<file path="src/whp_pkg.sv">
// shared types, codes and constants for the wav header parser
package whp_pkg;

	// default limit on the offset of the next chunk during the fmt search
	localparam int unsigned SEARCH_LIMIT_DEF = 1024;

	// chunk tags as seen in the little-endian shift word
	localparam logic [31:0] TAG_RIFF = 32'h4646_4952;
	localparam logic [31:0] TAG_WAVE = 32'h4556_4157;
	localparam logic [31:0] TAG_FMT  = 32'h2074_6d66;
	localparam logic [31:0] TAG_DATA = 32'h6174_6164;

	// unsigned to signed sample bias
	localparam logic [7:0] SIGN_BIAS = 8'd128;

	// pcm format code, low byte
	localparam logic [7:0] FMT_PCM = 8'd1;

	// offset of the first chunk after the riff header
	localparam int unsigned FIRST_CHUNK = 12;

	// result kinds
	localparam logic [1:0] KIND_SAMPLE = 2'd0;
	localparam logic [1:0] KIND_HEADER = 2'd1;
	localparam logic [1:0] KIND_ERROR  = 2'd2;

	// error codes
	localparam logic [2:0] ERR_NOT_RIFF  = 3'd0;
	localparam logic [2:0] ERR_NOT_WAVE  = 3'd1;
	localparam logic [2:0] ERR_NO_FMT    = 3'd2;
	localparam logic [2:0] ERR_NOT_PCM   = 3'd3;
	localparam logic [2:0] ERR_NO_DATA   = 3'd4;

	// parser phase
	typedef enum logic [3:0] {
		PH_IDLE    = 4'd0,
		PH_HEAD    = 4'd1,
		PH_TAG     = 4'd2,
		PH_SIZE    = 4'd3,
		PH_SEEK    = 4'd4,
		PH_FMT     = 4'd5,
		PH_PAYLOAD = 4'd6,
		PH_DONE    = 4'd7
	} phase_t;

	// one input word
	typedef struct packed {
		logic [7:0] in_byte;
		logic       file_start;
	} in_word_t;

	// one result word
	typedef struct packed {
		logic [1:0]        kind;
		logic signed [7:0] sample;
		logic              last_sample;
		logic [2:0]        error_code;
		logic [31:0]       sample_rate;
		logic [7:0]        channel_count;
		logic [7:0]        bits_per_sample;
		logic [31:0]       payload_length;
	} out_word_t;

endpackage

</file>
<file path="src/whp_parser.sv">
// parser state and the per-byte parse step
module whp_parser #(
	parameter int unsigned SEARCH_LIMIT = whp_pkg::SEARCH_LIMIT_DEF
) (
	input  logic               clk,
	input  logic               arst_n,
	input  logic               step,
	input  whp_pkg::in_word_t  word,
	output logic               hit,
	output whp_pkg::out_word_t result
);

	localparam int unsigned OFS_W = $clog2(SEARCH_LIMIT);
	localparam int unsigned POS_W = $clog2(SEARCH_LIMIT + 32);

	whp_pkg::phase_t phase_q, phase_d, ph0, ph1;
	logic [POS_W-1:0] pos_q, pos_d, pos0;
	logic [31:0]      shift_q, shift_d, shift0;
	logic [OFS_W-1:0] ofs_q, ofs_d, ofs0;
	logic [31:0]      rate_q, rate_d, rate0;
	logic [7:0]       chan_q, chan_d, chan0;
	logic [7:0]       bits_q, bits_d, bits0;
	logic [31:0]      rem_q, rem_d, rem0;
	logic [31:0]      rem_dec;
	logic [POS_W-1:0] ofs_ext;
	logic [POS_W-1:0] rel;
	logic [32:0]      nxt;
	logic [7:0]       b;

	// start flag clears the state seen by this byte
	always_comb begin
		b = word.in_byte;
		if (word.file_start) begin
			ph0    = whp_pkg::PH_HEAD;
			pos0   = '0;
			shift0 = '0;
			ofs0   = OFS_W'(whp_pkg::FIRST_CHUNK);
			rate0  = '0;
			chan0  = '0;
			bits0  = '0;
			rem0   = '0;
		end else begin
			ph0    = phase_q;
			pos0   = pos_q;
			shift0 = shift_q;
			ofs0   = ofs_q;
			rate0  = rate_q;
			chan0  = chan_q;
			bits0  = bits_q;
			rem0   = rem_q;
		end
	end

	// offset arithmetic
	always_comb begin
		ofs_ext = POS_W'(ofs0);
		rel     = pos0 - ofs_ext;
		rem_dec = rem0 - 32'd1;
		nxt     = 33'(ofs0) + {1'b0, shift_d} + 33'd8;
	end

	// seek reaching the next chunk start turns into a tag read
	always_comb begin
		ph1 = ph0;
		if ((ph0 == whp_pkg::PH_SEEK) && (pos0 == ofs_ext)) begin
			ph1 = whp_pkg::PH_TAG;
		end
	end

	// next state and result
	always_comb begin
		phase_d = ph0;
		pos_d   = pos0;
		shift_d = shift0;
		ofs_d   = ofs0;
		rate_d  = rate0;
		chan_d  = chan0;
		bits_d  = bits0;
		rem_d   = rem0;
		hit     = 1'b0;
		result  = '0;
		if ((ph0 == whp_pkg::PH_IDLE) || (ph0 == whp_pkg::PH_DONE)) begin
			hit = 1'b0;
		end else if (ph0 == whp_pkg::PH_PAYLOAD) begin
			// payload byte becomes a signed sample
			hit                = 1'b1;
			result.kind        = whp_pkg::KIND_SAMPLE;
			result.sample      = $signed(b - whp_pkg::SIGN_BIAS);
			result.last_sample = (rem0 == 32'd1);
			rem_d              = rem_dec;
			if (rem_dec == 32'd0) begin
				phase_d = whp_pkg::PH_DONE;
			end
		end else begin
			shift_d = {b, shift0[31:8]};
			pos_d   = pos0 + POS_W'(1);
			phase_d = ph1;
			case (ph1)
				whp_pkg::PH_HEAD: begin
					if ((pos0 == POS_W'(3)) && (shift_d != whp_pkg::TAG_RIFF)) begin
						hit               = 1'b1;
						result.kind       = whp_pkg::KIND_ERROR;
						result.error_code = whp_pkg::ERR_NOT_RIFF;
						phase_d           = whp_pkg::PH_DONE;
					end else if (pos0 == POS_W'(11)) begin
						if (shift_d != whp_pkg::TAG_WAVE) begin
							hit               = 1'b1;
							result.kind       = whp_pkg::KIND_ERROR;
							result.error_code = whp_pkg::ERR_NOT_WAVE;
							phase_d           = whp_pkg::PH_DONE;
						end else begin
							phase_d = whp_pkg::PH_TAG;
							ofs_d   = OFS_W'(whp_pkg::FIRST_CHUNK);
						end
					end
				end
				whp_pkg::PH_TAG: begin
					if (pos0 == ofs_ext + POS_W'(3)) begin
						phase_d = (shift_d == whp_pkg::TAG_FMT) ? whp_pkg::PH_FMT
							: whp_pkg::PH_SIZE;
					end
				end
				whp_pkg::PH_SIZE: begin
					// skip the chunk, or give up at or past the search limit
					if (pos0 == ofs_ext + POS_W'(7)) begin
						if (nxt >= 33'(SEARCH_LIMIT)) begin
							hit               = 1'b1;
							result.kind       = whp_pkg::KIND_ERROR;
							result.error_code = whp_pkg::ERR_NO_FMT;
							phase_d           = whp_pkg::PH_DONE;
						end else begin
							ofs_d   = nxt[OFS_W-1:0];
							phase_d = whp_pkg::PH_SEEK;
						end
					end
				end
				whp_pkg::PH_FMT: begin
					// fixed-offset fields of the fmt chunk and the data header
					if (rel == POS_W'(10)) begin
						chan_d = b;
					end
					if (rel == POS_W'(15)) begin
						rate_d = shift_d;
					end
					if (rel == POS_W'(22)) begin
						bits_d = b;
					end
					if ((rel == POS_W'(8)) && (b != whp_pkg::FMT_PCM)) begin
						hit               = 1'b1;
						result.kind       = whp_pkg::KIND_ERROR;
						result.error_code = whp_pkg::ERR_NOT_PCM;
						phase_d           = whp_pkg::PH_DONE;
					end else if ((rel == POS_W'(27)) && (shift_d != whp_pkg::TAG_DATA)) begin
						hit               = 1'b1;
						result.kind       = whp_pkg::KIND_ERROR;
						result.error_code = whp_pkg::ERR_NO_DATA;
						phase_d           = whp_pkg::PH_DONE;
					end else if (rel == POS_W'(31)) begin
						hit                    = 1'b1;
						result.kind            = whp_pkg::KIND_HEADER;
						result.sample_rate     = rate0;
						result.channel_count   = chan0;
						result.bits_per_sample = bits0;
						result.payload_length  = shift_d;
						rem_d                  = shift_d;
						phase_d = (shift_d == 32'd0) ? whp_pkg::PH_DONE
							: whp_pkg::PH_PAYLOAD;
					end
				end
				default: begin
					hit = 1'b0;
				end
			endcase
		end
	end

	// control state
	always_ff @(posedge clk or negedge arst_n) begin
		if (!arst_n) begin
			phase_q <= whp_pkg::PH_IDLE;
			pos_q   <= '0;
			ofs_q   <= OFS_W'(whp_pkg::FIRST_CHUNK);
			rem_q   <= '0;
		end else if (step) begin
			phase_q <= phase_d;
			pos_q   <= pos_d;
			ofs_q   <= ofs_d;
			rem_q   <= rem_d;
		end
	end

	// captured fields
	always_ff @(posedge clk or negedge arst_n) begin
		if (!arst_n) begin
			shift_q <= '0;
			rate_q  <= '0;
			chan_q  <= '0;
			bits_q  <= '0;
		end else if (step) begin
			shift_q <= shift_d;
			rate_q  <= rate_d;
			chan_q  <= chan_d;
			bits_q  <= bits_d;
		end
	end

endmodule

</file>
<file path="src/wav_header_parse_sign_convert_core.sv">
// top level: input register, parser and result register
//
// Takes a little-endian WAV file one byte per word on the file channel (file_start marks
// byte 0 and restarts parsing) and gives one header or error word, then one signed sample
// word per payload byte with the last one marked. One byte is taken every clock cycle
// while results are drained; a byte's result word passes from the parse into the result
// register. The input register and the result register each hold one word, and the
// parse of a byte is a single compare, shift and counter update between them. Bytes
// after an error or after the payload produce nothing. SEARCH_LIMIT bounds the offset
// of the next chunk while searching for the fmt chunk.
module wav_header_parse_sign_convert_core #(
	parameter int unsigned SEARCH_LIMIT = whp_pkg::SEARCH_LIMIT_DEF
) (
	input  logic               clk,
	input  logic               arst_n,
	input  logic               file_valid,
	output logic               file_ready,
	input  whp_pkg::in_word_t  file_word,
	output logic               res_valid,
	input  logic               res_ready,
	output whp_pkg::out_word_t res_word
);

	logic               valid_s1;
	whp_pkg::in_word_t  word_s1;
	logic               valid_s2;
	whp_pkg::out_word_t word_s2;
	logic               advance;
	logic               hit;
	whp_pkg::out_word_t result;

	// the held byte is parsed when the result register can take its result
	assign advance    = valid_s1 && (!valid_s2 || res_ready);
	assign file_ready = !valid_s1 || advance;

	// input register
	always_ff @(posedge clk or negedge arst_n) begin
		if (!arst_n) begin
			valid_s1 <= 1'b0;
		end else if (file_ready) begin
			valid_s1 <= file_valid;
		end
	end

	always_ff @(posedge clk) begin
		if (file_ready && file_valid) begin
			word_s1 <= file_word;
		end
	end

	// parse step
	whp_parser #(
		.SEARCH_LIMIT(SEARCH_LIMIT)
	) u_parser (
		.clk    (clk),
		.arst_n (arst_n),
		.step   (advance),
		.word   (word_s1),
		.hit    (hit),
		.result (result)
	);

	// result register
	always_ff @(posedge clk or negedge arst_n) begin
		if (!arst_n) begin
			valid_s2 <= 1'b0;
		end else if (advance) begin
			valid_s2 <= hit;
		end else if (res_ready) begin
			valid_s2 <= 1'b0;
		end
	end

	always_ff @(posedge clk) begin
		if (advance && hit) begin
			word_s2 <= result;
		end
	end

	assign res_valid = valid_s2;
	assign res_word  = word_s2;

endmodule

</file>
<file path="config.mk">
export PLATFORM = sky130hd
export DESIGN_NAME = wav_header_parse_sign_convert_core
export DESIGN_NICKNAME = d
export VERILOG_FILES = /design/src/whp_pkg.sv /design/src/whp_parser.sv /design/src/wav_header_parse_sign_convert_core.sv
export SDC_FILE = /design/constraint.sdc
export NUM_CORES = 1
export LEC_CHECK = 0
export BUFFER_PORTS_ARGS = -buffer_cell sky130_fd_sc_hd__buf_2
export CELL_PAD_IN_SITES_DETAIL_PLACEMENT = 1
export CELL_PAD_IN_SITES_GLOBAL_PLACEMENT = 1
export CORE_MARGIN = 3
export CORE_UTILIZATION = 48
export DETAILED_ROUTE_END_ITERATION = 7
export PLACE_DENSITY_LB_ADDON = 0.2
export SYNTH_ARGS = -nofsm -noshare
export SYNTH_HDL_FRONTEND = slang
export SYNTH_SLANG_ARGS = --single-unit
export TNS_END_PERCENT = 10
</file>
<file path="constraint.sdc">
create_clock -name clk -period 13.9 [get_ports clk]
set_input_delay 2.78 -clock clk [delete_from_list [all_inputs] [get_ports clk]]
set_output_delay 2.78 -clock clk [all_outputs]
set_load 0.05 [all_outputs]
</file>
==> results.md <==
- Vias: 12,700
- Flops & latches, synth: 242
- Syn Nets: 1,579
- CP Class: flop to flop
- Total GRT Usage: 0.307
- Sw frac: 0.352
- Maximum clock path buffer count: 3
- Starting Density: 0.494
- Vias in the first global route: 12,700
- CTS resizes: 0
- Worst hold-check path type: flop to flop
- VDD IR max: 96.4 uV
- Worst-margin pin slew: 1.22 ns
- Commonest non-fill, non-tap cell in the layout: nand2_1
- DRT iter0 DRCs: 1,162
- # rows: 62
- Global route hottest layer: met2
- Num CTS Buffers: 27
- Final wirelength: 49,100 um
- Fin cells: 1,977
- CTS Hold Bufs: 0
- F_max: 136 MHz
- Net switching component of the power: 747 uW
- Ys flop type: dfrtp_1
- Die area: 32,100 um2
- Power per cell area: 132 nW/um2
- Post-synth EDFFs: 103
- Design area: 16,000 um2
- Die W: 179 um
- Die Y-Extent: 179 um
- Worst Path Max Fanout: 69
- Clk sink count: 242
- Yosys cell types: 96
- Routability cong.: 0.998
- Core Util, Final: 0.551
- Total power: 2120 uW
- Final worst path period share: 0.530
- Post-place instance area: 15,100 um2
- Final hold vios: 0
- WP data arrival: 7.54 ns
- Clock skew: 0.0112 ns
- Gate Count Post-Synth: 1,530
- Max_cap viols: 0
- IO Pins: 109
- Internal power: 1370 uW
- Final setup violation count: 0
- Worst-Skew Late Latency: 0.54 ns
- Met1 Usage GRT: 0.429
- P_leak: 0.00624 uW
- Synth warn: 0
- Synth Cell Area: 14,400 um2
- Area Growth Syn to Fin: 11.5%
- Share of cells above drive strength 1: 0.141
- Total grt overflow: 0
- Crit end category: flop
- Nets@finish: 1,622
- Reg power frac: 0.419
- Core box area: 29,100 um2
- Max transition margin: 0.186
- CTS root buffer: clkbuf_16
- Drt first pass iters: 6
- Sequential-to-total area share from yosys stat: 0.457
- WL per Instance: 24.8 um
- Largest net degree at the start of global routing: 125
- Final worst path period need: 7.37 ns
- Clock slew at reported path FFs: 0.06 ns
- Fin. max-slew vios: 0
- GR Util met2: 0.495
- Global-route wire length before repair: 75,800 um
- Worst Path Required: 14.06 ns
- Post-CTS Setup Bufs: 0
- Post-Place Cells: 1,928
- Grt met3 use: 0.0432
- Clock Power Share: 0.341
- Ant. Diodes: 0
- CTS tree: done
- Synthesized area per cell: 9.40 um2
- Comb power frac: 0.239
- Async SR Flop Fraction: 0.574
- Detailed placement HPWL: 33,900 um
- Initial antenna violation count: 2
- Post-route ant nets: 0
- Clock H-tree levels: 1
- Most frequent cells in the layout: nand2_1, dfrtp_1, nor2_1
- Buffers added on ports: 108
- Worst Setup Start Kind: flop
- DRC viols: 0
- RSZ-0062 raised after global routing: false
- Outcome: finished clean
- Post-route setup TNS: 0 ns
- DR vias/cell: 6.45
[state kept, by name, summed over array words and instances, names as in the netlist]
signal and flops:
u_parser.chan_q 8, u_parser.pos_q 11, u_parser.bits_q 8, res_word 94
u_parser.shift_q 32, res_valid 1, valid_s1 1, u_parser.rate_q 32
u_parser.rem_q 32, word_s1 9, u_parser.ofs_q 10, u_parser.phase_q 4
[power groups by stage]
stage               combinational [uW]  clock (uW)  sequential [uW]
floorplan                          370           0              844
global placement                   485           0              893
detailed placement                 497           0              897
CTS                                500         735              883
global route                       552         765              892
finish                             508         725              889
[per-stage QoR]
stage / hold WS (ns) / setup WS (ns)
floorplan: 0.446 / 2.92
global placement: 0.458 / 6.90
detailed placement: 0.465 / 6.54
CTS: 0.481 / 6.54
global route: 0.500 / 6.08
finish: 0.477 / 6.53
[path summary, 6_finish.rpt]
| kind | start | endpoint | slack, ns | cells after the start |
|---|---|---|---|---|
| worst max-delay path | u_parser.phase_q[2] | res_word[56] | 6.53 | 19 |
| worst min-delay path | u_parser.shift_q[6] | u_parser.shift_q[6] | 0.48 | 2 |
| worst max register to register | u_parser.phase_q[2] | res_word[56] | 6.53 | 19 |
| worst min register to register | u_parser.shift_q[6] | u_parser.shift_q[6] | 0.48 | 2 |
| max in group asynchronous | arst_n | u_parser.pos_q[10] | 10.21 | 2 |
| min in group asynchronous | arst_n | u_parser.rate_q[17] | 2.26 | 1 |
[final cells by class]
cell class,count,area (um2)
clock buffers,34,722
clock inverters,15,165
fillers,3340,13100
inverters,55,206
multi-input cells,1119,7170
flip-flops and latches,242,6570
well taps,384,480
repair buffers,128,709
[per-layer routing]
metal | up-vias | routed length, um
met3 | 104 | 3530
met4 | 0 | 1520
met5 | - | 0
li1 | 5677 | -
met1 | 6450 | 21000
met2 | 514 | 23000
[cells in the mapped netlist, types with 16 or more instances]
master,instances,area (um2)
a21oi_1,86,430
clkbuf_1,94,353
nor2_1,128,480
xor2_1,16,140
o21ai_0,73,365
nand4_1,19,119
nor2b_1,18,113
nand3_1,26,130
inv_1,55,206
nor3_1,39,195
nand2_1,168,631
dfrtp_1,137,3430
o2bb2ai_1,20,175
ha_1,34,425
a22o_1,50,438
xnor2_1,37,324
nor4_1,35,219
and2_1,79,494
and3_1,17,106
edfxtp_1,103,3090
[logic make-up after synthesis]
kind of cell | synth area share
simple gates | 0.222
fa+ha+maj | 0.0324
flops | 0.457
xor+xnor | 0.0323
buf+inv | 0.0458
mux | 0.0216
compound gates | 0.189
[worst max-delay path, cell delays in order (launching register included)]
cell,delay (ns)
dfrtp_1,0.59
and2_1,0.40
o21ai_2,0.57
buf_4,0.41
nand2_1,0.09
a21oi_1,0.25
ha_1,0.28
ha_1,0.23
fa_1,0.40
a21o_1,0.21
a221oi_1,0.44
o211a_1,0.38
nor4_4,0.10
and2_1,0.17
a31o_2,0.20
and4_4,0.19
a21bo_2,0.20
nor2b_1,0.18
a31oi_4,0.80
buf_4,0.83
Power figures use the tool's default switching activity.
